## src/rtl/qadd_pkg.sv

```systemverilog
package qadd_pkg;

    localparam int PRE_SHIFT_DEF = 20;

    localparam int IN_W    = 8;               // int8 samples
    localparam int OFF_W   = 9;               // input offsets
    localparam int DIFF_W  = OFF_W + 1;       // offset + sample
    localparam int ROFF_W  = 8;               // result offset, clamp bounds
    localparam int MUL_W   = 31;              // Q31 multiplier field
    localparam int EXP_W   = 5;               // right shift field
    localparam int SCALE_W = MUL_W + EXP_W;
    localparam int ACC_W   = 32;
    localparam int CFG_W   = SCALE_W;         // widest register
    localparam int REG_IDX_W = 3;

    localparam logic [SCALE_W-1:0] SCALE_RST = SCALE_W'(1) << (MUL_W - 1);

    // pipeline stage map
    localparam int RS_STG    = 3;             // stages inside one rescale unit
    localparam int STG_OFF   = 0;
    localparam int STG_RSA   = 1;
    localparam int STG_SUM   = STG_RSA + RS_STG;
    localparam int STG_RSS   = STG_SUM + 1;
    localparam int STG_ROFF  = STG_RSS + RS_STG;
    localparam int STG_CLAMP = STG_ROFF + 1;
    localparam int NUM_STG   = STG_CLAMP + 1;

    typedef enum logic [REG_IDX_W-1:0] {
        REG_FIRST_OFFSET  = 3'd0,
        REG_SECOND_OFFSET = 3'd1,
        REG_RESULT_OFFSET = 3'd2,
        REG_FIRST_SCALE   = 3'd3,
        REG_SECOND_SCALE  = 3'd4,
        REG_SUM_SCALE     = 3'd5,
        REG_CLAMP_LOW     = 3'd6,
        REG_CLAMP_HIGH    = 3'd7
    } t_reg_idx;

    typedef struct packed {
        logic [NUM_STG-1:0] en;   // stage register loads
        logic [NUM_STG-1:0] vld;  // stage holds a transaction
    } t_pipe_ctl;

endpackage

```

## src/rtl/qadd_rescale.sv

```systemverilog
module qadd_rescale
    import qadd_pkg::*;
#(
    parameter int XW  = DIFF_W,
    parameter int LSH = PRE_SHIFT_DEF
)
(
    input  logic                    i_clk,
    input  logic [RS_STG-1:0]       i_en,
    input  logic signed [XW-1:0]    i_x,
    input  logic [SCALE_W-1:0]      i_scale,
    output logic signed [ACC_W-1:0] o_y
);

    localparam int PW  = XW + MUL_W + 1;
    localparam int FW0 = PW + LSH + 1;
    localparam int FW  = (FW0 > 2 * MUL_W + 1) ? FW0 : 2 * MUL_W + 1;
    localparam logic signed [FW-1:0] NUDGE = FW'(1) <<< (MUL_W - 1);

    logic signed [PW-1:0]    r_prod;
    logic signed [FW-1:0]    prod_ext;
    logic signed [FW-1:0]    nudged;
    logic signed [ACC_W-1:0] r_high;
    logic signed [ACC_W-1:0] q;
    logic [EXP_W-1:0]        e;
    logic [ACC_W-1:0]        mask;
    logic [ACC_W-1:0]        rem;
    logic [ACC_W-1:0]        thr;
    logic signed [ACC_W-1:0] r_y;

    always_ff @(posedge i_clk) begin
        if (i_en[0]) begin
            r_prod <= i_x * $signed({1'b0, i_scale[MUL_W-1:0]});
        end
    end

    // the same nudge serves both signs: floor((p + 2^30) / 2^31) equals
    // the truncating divide of the sign-dependent nudge
    always_comb begin
        prod_ext = {{(FW - PW){r_prod[PW-1]}}, r_prod};
        nudged   = (prod_ext <<< LSH) + NUDGE;
    end

    always_ff @(posedge i_clk) begin
        if (i_en[1]) begin
            r_high <= nudged[MUL_W +: ACC_W];
        end
    end

    // rounding right shift, ties away from zero
    always_comb begin
        e    = i_scale[SCALE_W-1:MUL_W];
        q    = r_high >>> e;
        mask = ~({ACC_W{1'b1}} << e);
        rem  = r_high & mask;
        thr  = (mask >> 1) + ACC_W'(r_high[ACC_W-1]);
    end

    always_ff @(posedge i_clk) begin
        if (i_en[2]) begin
            r_y <= q + $signed(ACC_W'(rem > thr));
        end
    end

    assign o_y = r_y;

endmodule

```

## config.mk

```make
export PLATFORM = sky130hd
export DESIGN_NAME = qadd_rescale
export DESIGN_NICKNAME = d
export VERILOG_FILES = /design/src/rtl/qadd_pkg.sv /design/src/rtl/qadd_rescale.sv
export SDC_FILE = /design/constraint.sdc
export NUM_CORES = 1
export LEC_CHECK = 0
export BUFFER_PORTS_ARGS = -buffer_cell sky130_fd_sc_hd__buf_2
export CAP_MARGIN = 10
export CORE_UTILIZATION = 40
export CTS_CLUSTER_DIAMETER = 200
export DETAILED_ROUTE_END_ITERATION = 6
export PLACE_DENSITY_LB_ADDON = 0.12
export SLEW_MARGIN = 30
export SYNTH_ARGS = -nofsm -noshare
export SYNTH_HDL_FRONTEND = slang
export SYNTH_SLANG_ARGS = --single-unit
```

## constraint.sdc

```tcl
create_clock -name i_clk -period 6.8 [get_ports i_clk]
set_input_delay 0.34 -clock i_clk [delete_from_list [all_inputs] [get_ports i_clk]]
set_output_delay 0.34 -clock i_clk [all_outputs]
set_load 0.01 [all_outputs]
```

### After elaboration in Yosys (flattened, before gate mapping)

Cells that the tools add are included.

| storage, ports and cells | value |
|---|---|
| RAM bits | 0 |
| output and inout port bits | 32 |
| latch bits | 0 |
| register bits after elaboration | 106 |
| memories kept | 0 |
| bits in read-only memories | 0 |
| word-level logic and storage cells | 12 |
| input bits | 50 |

| cells by class | value |
|---|---|
| multiply operators | 1 |
| multiplexer cells | 0 |
| eq/ne operators | 0 |
| divide/modulo/power cells | 0 |
| add/sub/neg operators | 3 |
| reductions and logical operators | 0 |
| order comparisons | 1 |
| shift operators | 2 |
| bitwise gates (word level) | 2 |

Operator list:

| operator | count |
|---|---|
| $add A62 B32 Y63 const B | 1 |
| $mul A10 B32 Y42 | 1 |
| $add A31 B1 Y32 | 1 |
| $add A32 B2 Y32 | 1 |
| $and A32 B32 Y32 | 1 |
| $gt A32 B32 Y1 | 1 |
| $not A32 Y32 | 1 |
| $shl A32 B5 Y32 const A | 1 |
| $sshr A32 B5 Y32 | 1 |

### Depth between registers and ports, before layout

Gate-level depths: netlist of run 1.

| depth | value |
|---|---|
| word-level depth | 5 |
| depth in mapped cells | 30 |

### Worst setup path after synthesis of run 1

No wires, ideal clock.

| path | value |
|---|---|
| path type | input-to-reg |
| start | input i_x[3] |
| end | register r_prod[41] (data pin) |
| slack | 1191 ps |
| setup time | 261 ps |
| required time | 6539 ps |
| buffers on the path | 1 |
| data arrival time | 5348 ps |
| stages on the path | 20 |
| cell sequence | clkbuf_1 > nand2_1 > fa_1 > inv_1 > fa_1 > inv_1 > fa_1 > inv_1 > fa_1 > fa_1 > ha_1 > a21oi_1 > o21ai_0 > a31oi_1 > a21oi_1 > o2bb2ai_1 > o311a_1 > o21ai_0 > o21ai_0 > xnor2_1 |

| between the ends | value |
|---|---|
| word-level cells in the longest chain between the ends | 1 |

RTL lines:

| element | line | text |
|---|---|---|
| start: declaration | qadd_rescale.sv:10 | `input logic signed [XW-1:0] i_x,` |
| $mul A10 B32 Y42 | qadd_rescale.sv:33 | `r_prod <= i_x * $signed({1'b0, i_scale[MUL_W-1:0]});` |
| end signal: assignment | qadd_rescale.sv:33 |  |
| end: declaration | qadd_rescale.sv:20 | `logic signed [PW-1:0] r_prod;` |

Every way passes these cells.
A chain may end at the register's enable or synchronous reset.

### Final worst setup path of run 1

Same ends and word-level chain as after synthesis.

==> results.toml, run 1 <==
[setup_path]
cp-start-kind = "input pin"
criticalPathCategory = "in -> reg"
path_max_fanout = 19
critPathSlowestCell = "fa_1"
cpPeakStageDelay_ns = 0.56
worstPathCellList = "buf_2, nand2_1, fa_1, inv_1, fa_1, inv_1, fa_1, inv_1, fa_1, fa_1, ha_1, a21oi_1, o21ai_0, a31oi_1, a21oi_1, o2bb2ai_1, o311a_1, o21ai_0, o21ai_0, xnor2_1"
worst_setup_path_end_kind = "register"
cpMostUsedCell = "fa_1"
critPathArrivalTime_ns = 6.02
cp.required_ns = 6.91

[flow_run]
max-cap-violations = 0

[power_and_ir_drop]
total_power_w = 0.00736
power_density_nw_per_um2 = 388
p_leak_nw = 8.71
ir_drop_v = 0.000219

[routing]
finalWirelength_um = 47300
ant_nets = 0
dr.pass1.iters = 6
viasPerCell = 5.38
drc = 0
vias = 13400
wl_per_cell_um = 18.9
drtIter0Drc = 900

[yosys]
synthesis.instances = 1901
ys_async_sr_fraction_pct = 0
avgSynthCellArea_um2 = 9.36
syn-cell-area_um2 = 17800
yosys_most_used_dff = "edfxtp_1"
synth_seq_area_share_pct = 16.2
ys_warn_count = 0
synth-edff-count = 96
ys_seq_elements = 96
syn_nets = 2322
synth_cell_types = 87

[clock_network]
cts.root.buffer_cell = "clkbuf_16"
cts_max_path_buffers = 2
cts-resized-gates = 0
cts_tree = "done"
ctsHoldBuffers = 0
cts_sinks = 96
clkLatencyLatePin_ns = 0.36
cts_buffers = 9
clk_pin_slew_ns = 0.07
htree_levels = 3
post_cts_buffers = 0

[finish]
final_common_cell = "nand2_1"
drive_gt1_share_pct = 10.1
num_antenna_cells = 0
final_cell_mix = "nand2_1, inv_1, fa_1, ha_1, and2_1"
stdcell_count = 2500
nets = 2331
fillers = 4311
multi_input_area_um2 = 13500
seqCellArea_um2 = 2880
area_growth_syn_to_layout_pct = 6.50

[sta]
rsz0062_at_grt = "no"
fin_crit_ns = 5.92
slew_violations = 0
tns_ns = 0
post-route-period-util_pct = 87.0
timing.max_slew.rel_slack_pct = 37.3
hold_viol_final = 0
max_freq_ghz = 0.169
setup_viol = 0
worst_clock_skew_ns = 0.0129
worst_slew_pin_slew_ns = 0.940
whs_ns = 0.550

[floorplanning]
die-area_um2 = 45300
core_um2 = 43500
rows = 76
ios = 82
chipHeight_um = 213
die_w_um = 213
start_util_pct = 40.9

[placed_design]
dp_cells = 2484
port_buffers = 81
routabilityCongestion = 0.943
hpwl_um = 37900

[global_routing]
grt_pass1_wl_um = 77200
grt_antenna_before_repair = 0
grt_max_degree = 64
grt_usage_pct = 21.9
overflow = 0
grt_pass1_vias = 14000

[worst_hold_path]
hold_path.class = "in -> reg"

[outcome]
status = "finished clean"
## metrics by stage
stage / util, % / cell area [um2] / setup WS, ns
after floorplan: - / 17800 / 1.19
after global placement: 42.9 / 18600 / 0.617
after detailed placement: 42.9 / 18600 / 0.480
after CTS: 43.6 / 19000 / 0.861
after global routing: 43.6 / 19000 / 0.562
final: 43.6 / 19000 / 0.885
## synthesized netlist by cell type (all sizes together) (7+ instances only)
library cell	instances	area [um2]
xnor2	57	499
nor4	7	65.1
o211ai	11	82.6
and2	112	701
a31oi	14	87.6
inv	242	908
buf	27	215
nand4	21	138
mux2i	31	310
o21a	12	90.1
a211oi	12	120
nor2	83	314
nand2b	19	119
fa	230	4600
nand2	268	1010
edfxtp	96	2880
o22ai	9	56.3
nand3	33	165
clkbuf	87	327
mux2	16	180
ha	141	1760
and3	20	125
a21oi	61	305
a221oi	7	67.6
xor2	34	298
nor3	17	85.1
o21ai	40	200
mux4	37	871
a21o	39	293
nor2b	41	257
## cell type report
type                    instances  share of cell area, %
multi-input cells            1449                   71.0
well taps                     585                   3.86
inverters                     242                   4.79
flip-flops and latches         96                   15.2
clock inverters                 7                  0.541
clock buffers                   9                   1.19
repair buffers                112                   3.37
## flip-flops by register name, indices dropped and copies added (netlist names)
| register | flops |
|---|---|
| o_y | 32 |
| r_prod | 32 |
| r_high | 32 |
## metal layers
layer / global-route usage (%) / wire (um) / vias to the layer above
li1: - / - / 6344
met2: 36.3 / 22600 / 394
met5: 0 / 0 / -
met1: 29.9 / 21000 / 6633
met3: 2.21 / 2170 / 71
met4: 7.29 / 1470 / 0
## where the power goes
group          switching [W]  total [W]  leakage, nW  internal, W
Combinational        0.00307    0.00545         7.61      0.00238
Sequential          0.000218    0.00135        0.941      0.00114
Clock               0.000225   0.000551        0.157     0.000326
Total                0.00351    0.00736         8.71      0.00384
## final timing paths
| path | to | depth (start not counted) | slack (ns) | from |
|---|---|---|---|---|
| worst max register to register | o_y[31] | 24 | 1.43 | r_high[31] |
| worst max-delay path | r_prod[41] | 20 | 0.88 | i_x[3] |
| worst min-delay path | r_high[1] | 1 | 0.55 | i_en[1] |
| worst min register to register | r_high[21] | 1 | 0.57 | r_prod[32] |
## cells by family (layout without fill, tap and decap cells)
kind of cell | after synthesis | count (layout) | share of synthesized area, %
AO/OA/AOI/OAI | 256 | 256 | 9.81
XOR/XNOR | 91 | 91 | 4.48
adder cells (fa/ha/maj) | 371 | 371 | 35.8
buffers and inverters | 356 | 370 | 8.15
flip-flops | 96 | 96 | 16.2
multiplexers | 84 | 84 | 7.65
AND/OR/NAND/NOR | 647 | 647 | 17.9
## worst max-delay path, delay by kind of cell
kind | cells | cell delay [ns]
buffers and inverters | 4 | 0.52
adder cells (fa/ha/maj) | 6 | 2.87
AO/OA/AOI/OAI | 8 | 1.98
XOR/XNOR | 1 | 0.15
AND/OR/NAND/NOR | 1 | 0.15
(Power assumes the default switching activity.)
==> run 2: changes to the inputs <==
--- a/config.mk
+++ b/config.mk
@@ -7,7 +7,8 @@
 export LEC_CHECK = 0
 export BUFFER_PORTS_ARGS = -buffer_cell sky130_fd_sc_hd__buf_2
 export CAP_MARGIN = 10
-export CORE_UTILIZATION = 40
+export CORE_MARGIN = 1.5
+export CORE_UTILIZATION = 30
 export CTS_CLUSTER_DIAMETER = 200
 export DETAILED_ROUTE_END_ITERATION = 6
 export PLACE_DENSITY_LB_ADDON = 0.12
==> results.toml, run 2 (synthesized netlist as in run 1, its figures left out) <==
[global_routing]
grt_pass1_vias = 14200
overflow = 0
grt_max_degree = 57
grt_pass1_wl_um = 82000
grt_usage_pct = 17.3
grt_antenna_before_repair = 0

[setup_path]
cpPeakStageDelay_ns = 0.57
crit_buf_inv = 3
cp.required_ns = 6.91
path_max_fanout = 33
cpMostUsedCell = "fa_1"
r2r_start = "r_high[31]"
cp-start-kind = "input pin"
worstPathCellList = "buf_2, nor2b_1, fa_1, fa_1, fa_1, fa_1, fa_1, ha_1, nand2_1, o21ai_0, a31oi_1, buf_4, o21ai_0, a31oi_1, o31ai_1, buf_4, a31o_2, a41oi_1, xnor2_1"
r2r_slack_ns = 1.13
critPathArrivalTime_ns = 6.04
cp-startpoint = "i_x[9]"
worst_path_dominant_cell_family = "adder cells"
critPathSlowestCell = "buf_2"
criticalPathCategory = "in -> reg"
worst_setup_path_end_kind = "register"

[finish]
drive_gt1_share_pct = 9.89
nets = 2327
final_common_cell = "nand2_1"
num_antenna_cells = 0
stdcell_count = 2684
final_cell_mix = "nand2_1, inv_1, fa_1, ha_1, and2_1"
final_area_um2 = 19100
final_util_pct = 32.5
area_growth_syn_to_layout_pct = 7.41

[clock_network]
cts_sinks = 96
cts.root.buffer_cell = "clkbuf_16"
cts-resized-gates = 0
clkLatencyLatePin_ns = 0.36
post_cts_buffers = 0
clk_pin_slew_ns = 0.07
cts_max_path_buffers = 2
ctsHoldBuffers = 0
htree_levels = 3
cts_buffers = 9
cts_tree = "done"

[sta]
slew_violations = 0
rsz0062_at_grt = "no"
worst_clock_skew_ns = 0.0109
hold_viol_final = 0
timing.max_slew.rel_slack_pct = 34.6
max_freq_ghz = 0.169
post-route-period-util_pct = 87.3
setup_viol = 0
worst_slew_pin_slew_ns = 0.978
tns_ns = 0
fin_crit_ns = 5.93

[placed_design]
port_buffers = 81
hpwl_um = 40600
postPlaceCellArea_um2 = 18800
routabilityCongestion = 0.853
dp_cells = 2668

[floorplanning]
chipHeight_um = 247
start_util_pct = 30.3
rows = 89
die_w_um = 247
die-area_um2 = 60800
ios = 82
core_um2 = 58800

[routing]
vias = 13400
finalWirelength_um = 51500
wl_per_cell_um = 19.2
drtIter0Drc = 765
viasPerCell = 4.99
ant_nets = 0
drc = 0
dr.pass1.iters = 5

[outcome]
status = "finished clean"

[power_and_ir_drop]
power_density_nw_per_um2 = 386
p_leak_nw = 8.67
ir_drop_v = 0.000194

[flow_run]
max-cap-violations = 0

[worst_hold_path]
hold_path.class = "in -> reg"
hp-start = "i_en[0]"
run 2: changes by cell type in the layout (fill, tap and decap cells not counted):
| cell | change |
|---|---|
| clkinv_4 | -2 |
| clkinvlp_4 | +1 |
| inv_8 | +2 |
| bufinv_16 | -2 |
| buf_4 | -4 |
| clkinv_2 | +1 |
run 2: area by class of cell:
type | count | area [um2]
Inverter | 242 | 908
Fill cell | 6226 | 39700
Clock buffer | 9 | 225
Multi-Input combinational cell | 1449 | 13500
Clock inverter | 7 | 60.1
Sequential cell | 96 | 2880
Timing Repair Buffer | 108 | 608
Tap cell | 773 | 967
run 2: where the power goes:
| part | total (W) | internal [W] | switching, W |
|---|---|---|---|
| Sequential | 0.00136 | 0.00114 | 0.000223 |
| Clock | 0.000495 | 0.000255 | 0.000240 |
| Combinational | 0.00552 | 0.00240 | 0.00312 |
| Total | 0.00737 | 0.00379 | 0.00358 |
run 2: routing by layer:
layer  global-route usage, %  up-vias  share of wire (%)  wire [um]
met5                       0        -                  0          0
met4                    3.91        0                2.1       1100
met3                    1.32       54                2.9       1480
met2                    29.8      282                 48      24800
met1                    23.6     6708                 47      24200
li1                        -     6347                  -          -
run 2: path summary, 6_finish.rpt:
check | endpoint | cells after the start
max | r_prod[39] | 19
max reg2reg | o_y[31] | 23
min reg2reg | r_high[17] | 1
min | r_prod[11] | 1
run 2: stage by stage:
step,hold slack (ns),setup slack (ns),power [W]
floorplan,0.452,1.19,0.00550
global placement,0.565,0.517,0.00694
detailed placement,0.571,0.460,0.00695
CTS,0.552,0.841,0.00749
global route,0.595,0.393,0.00830
finish,0.548,0.866,0.00737
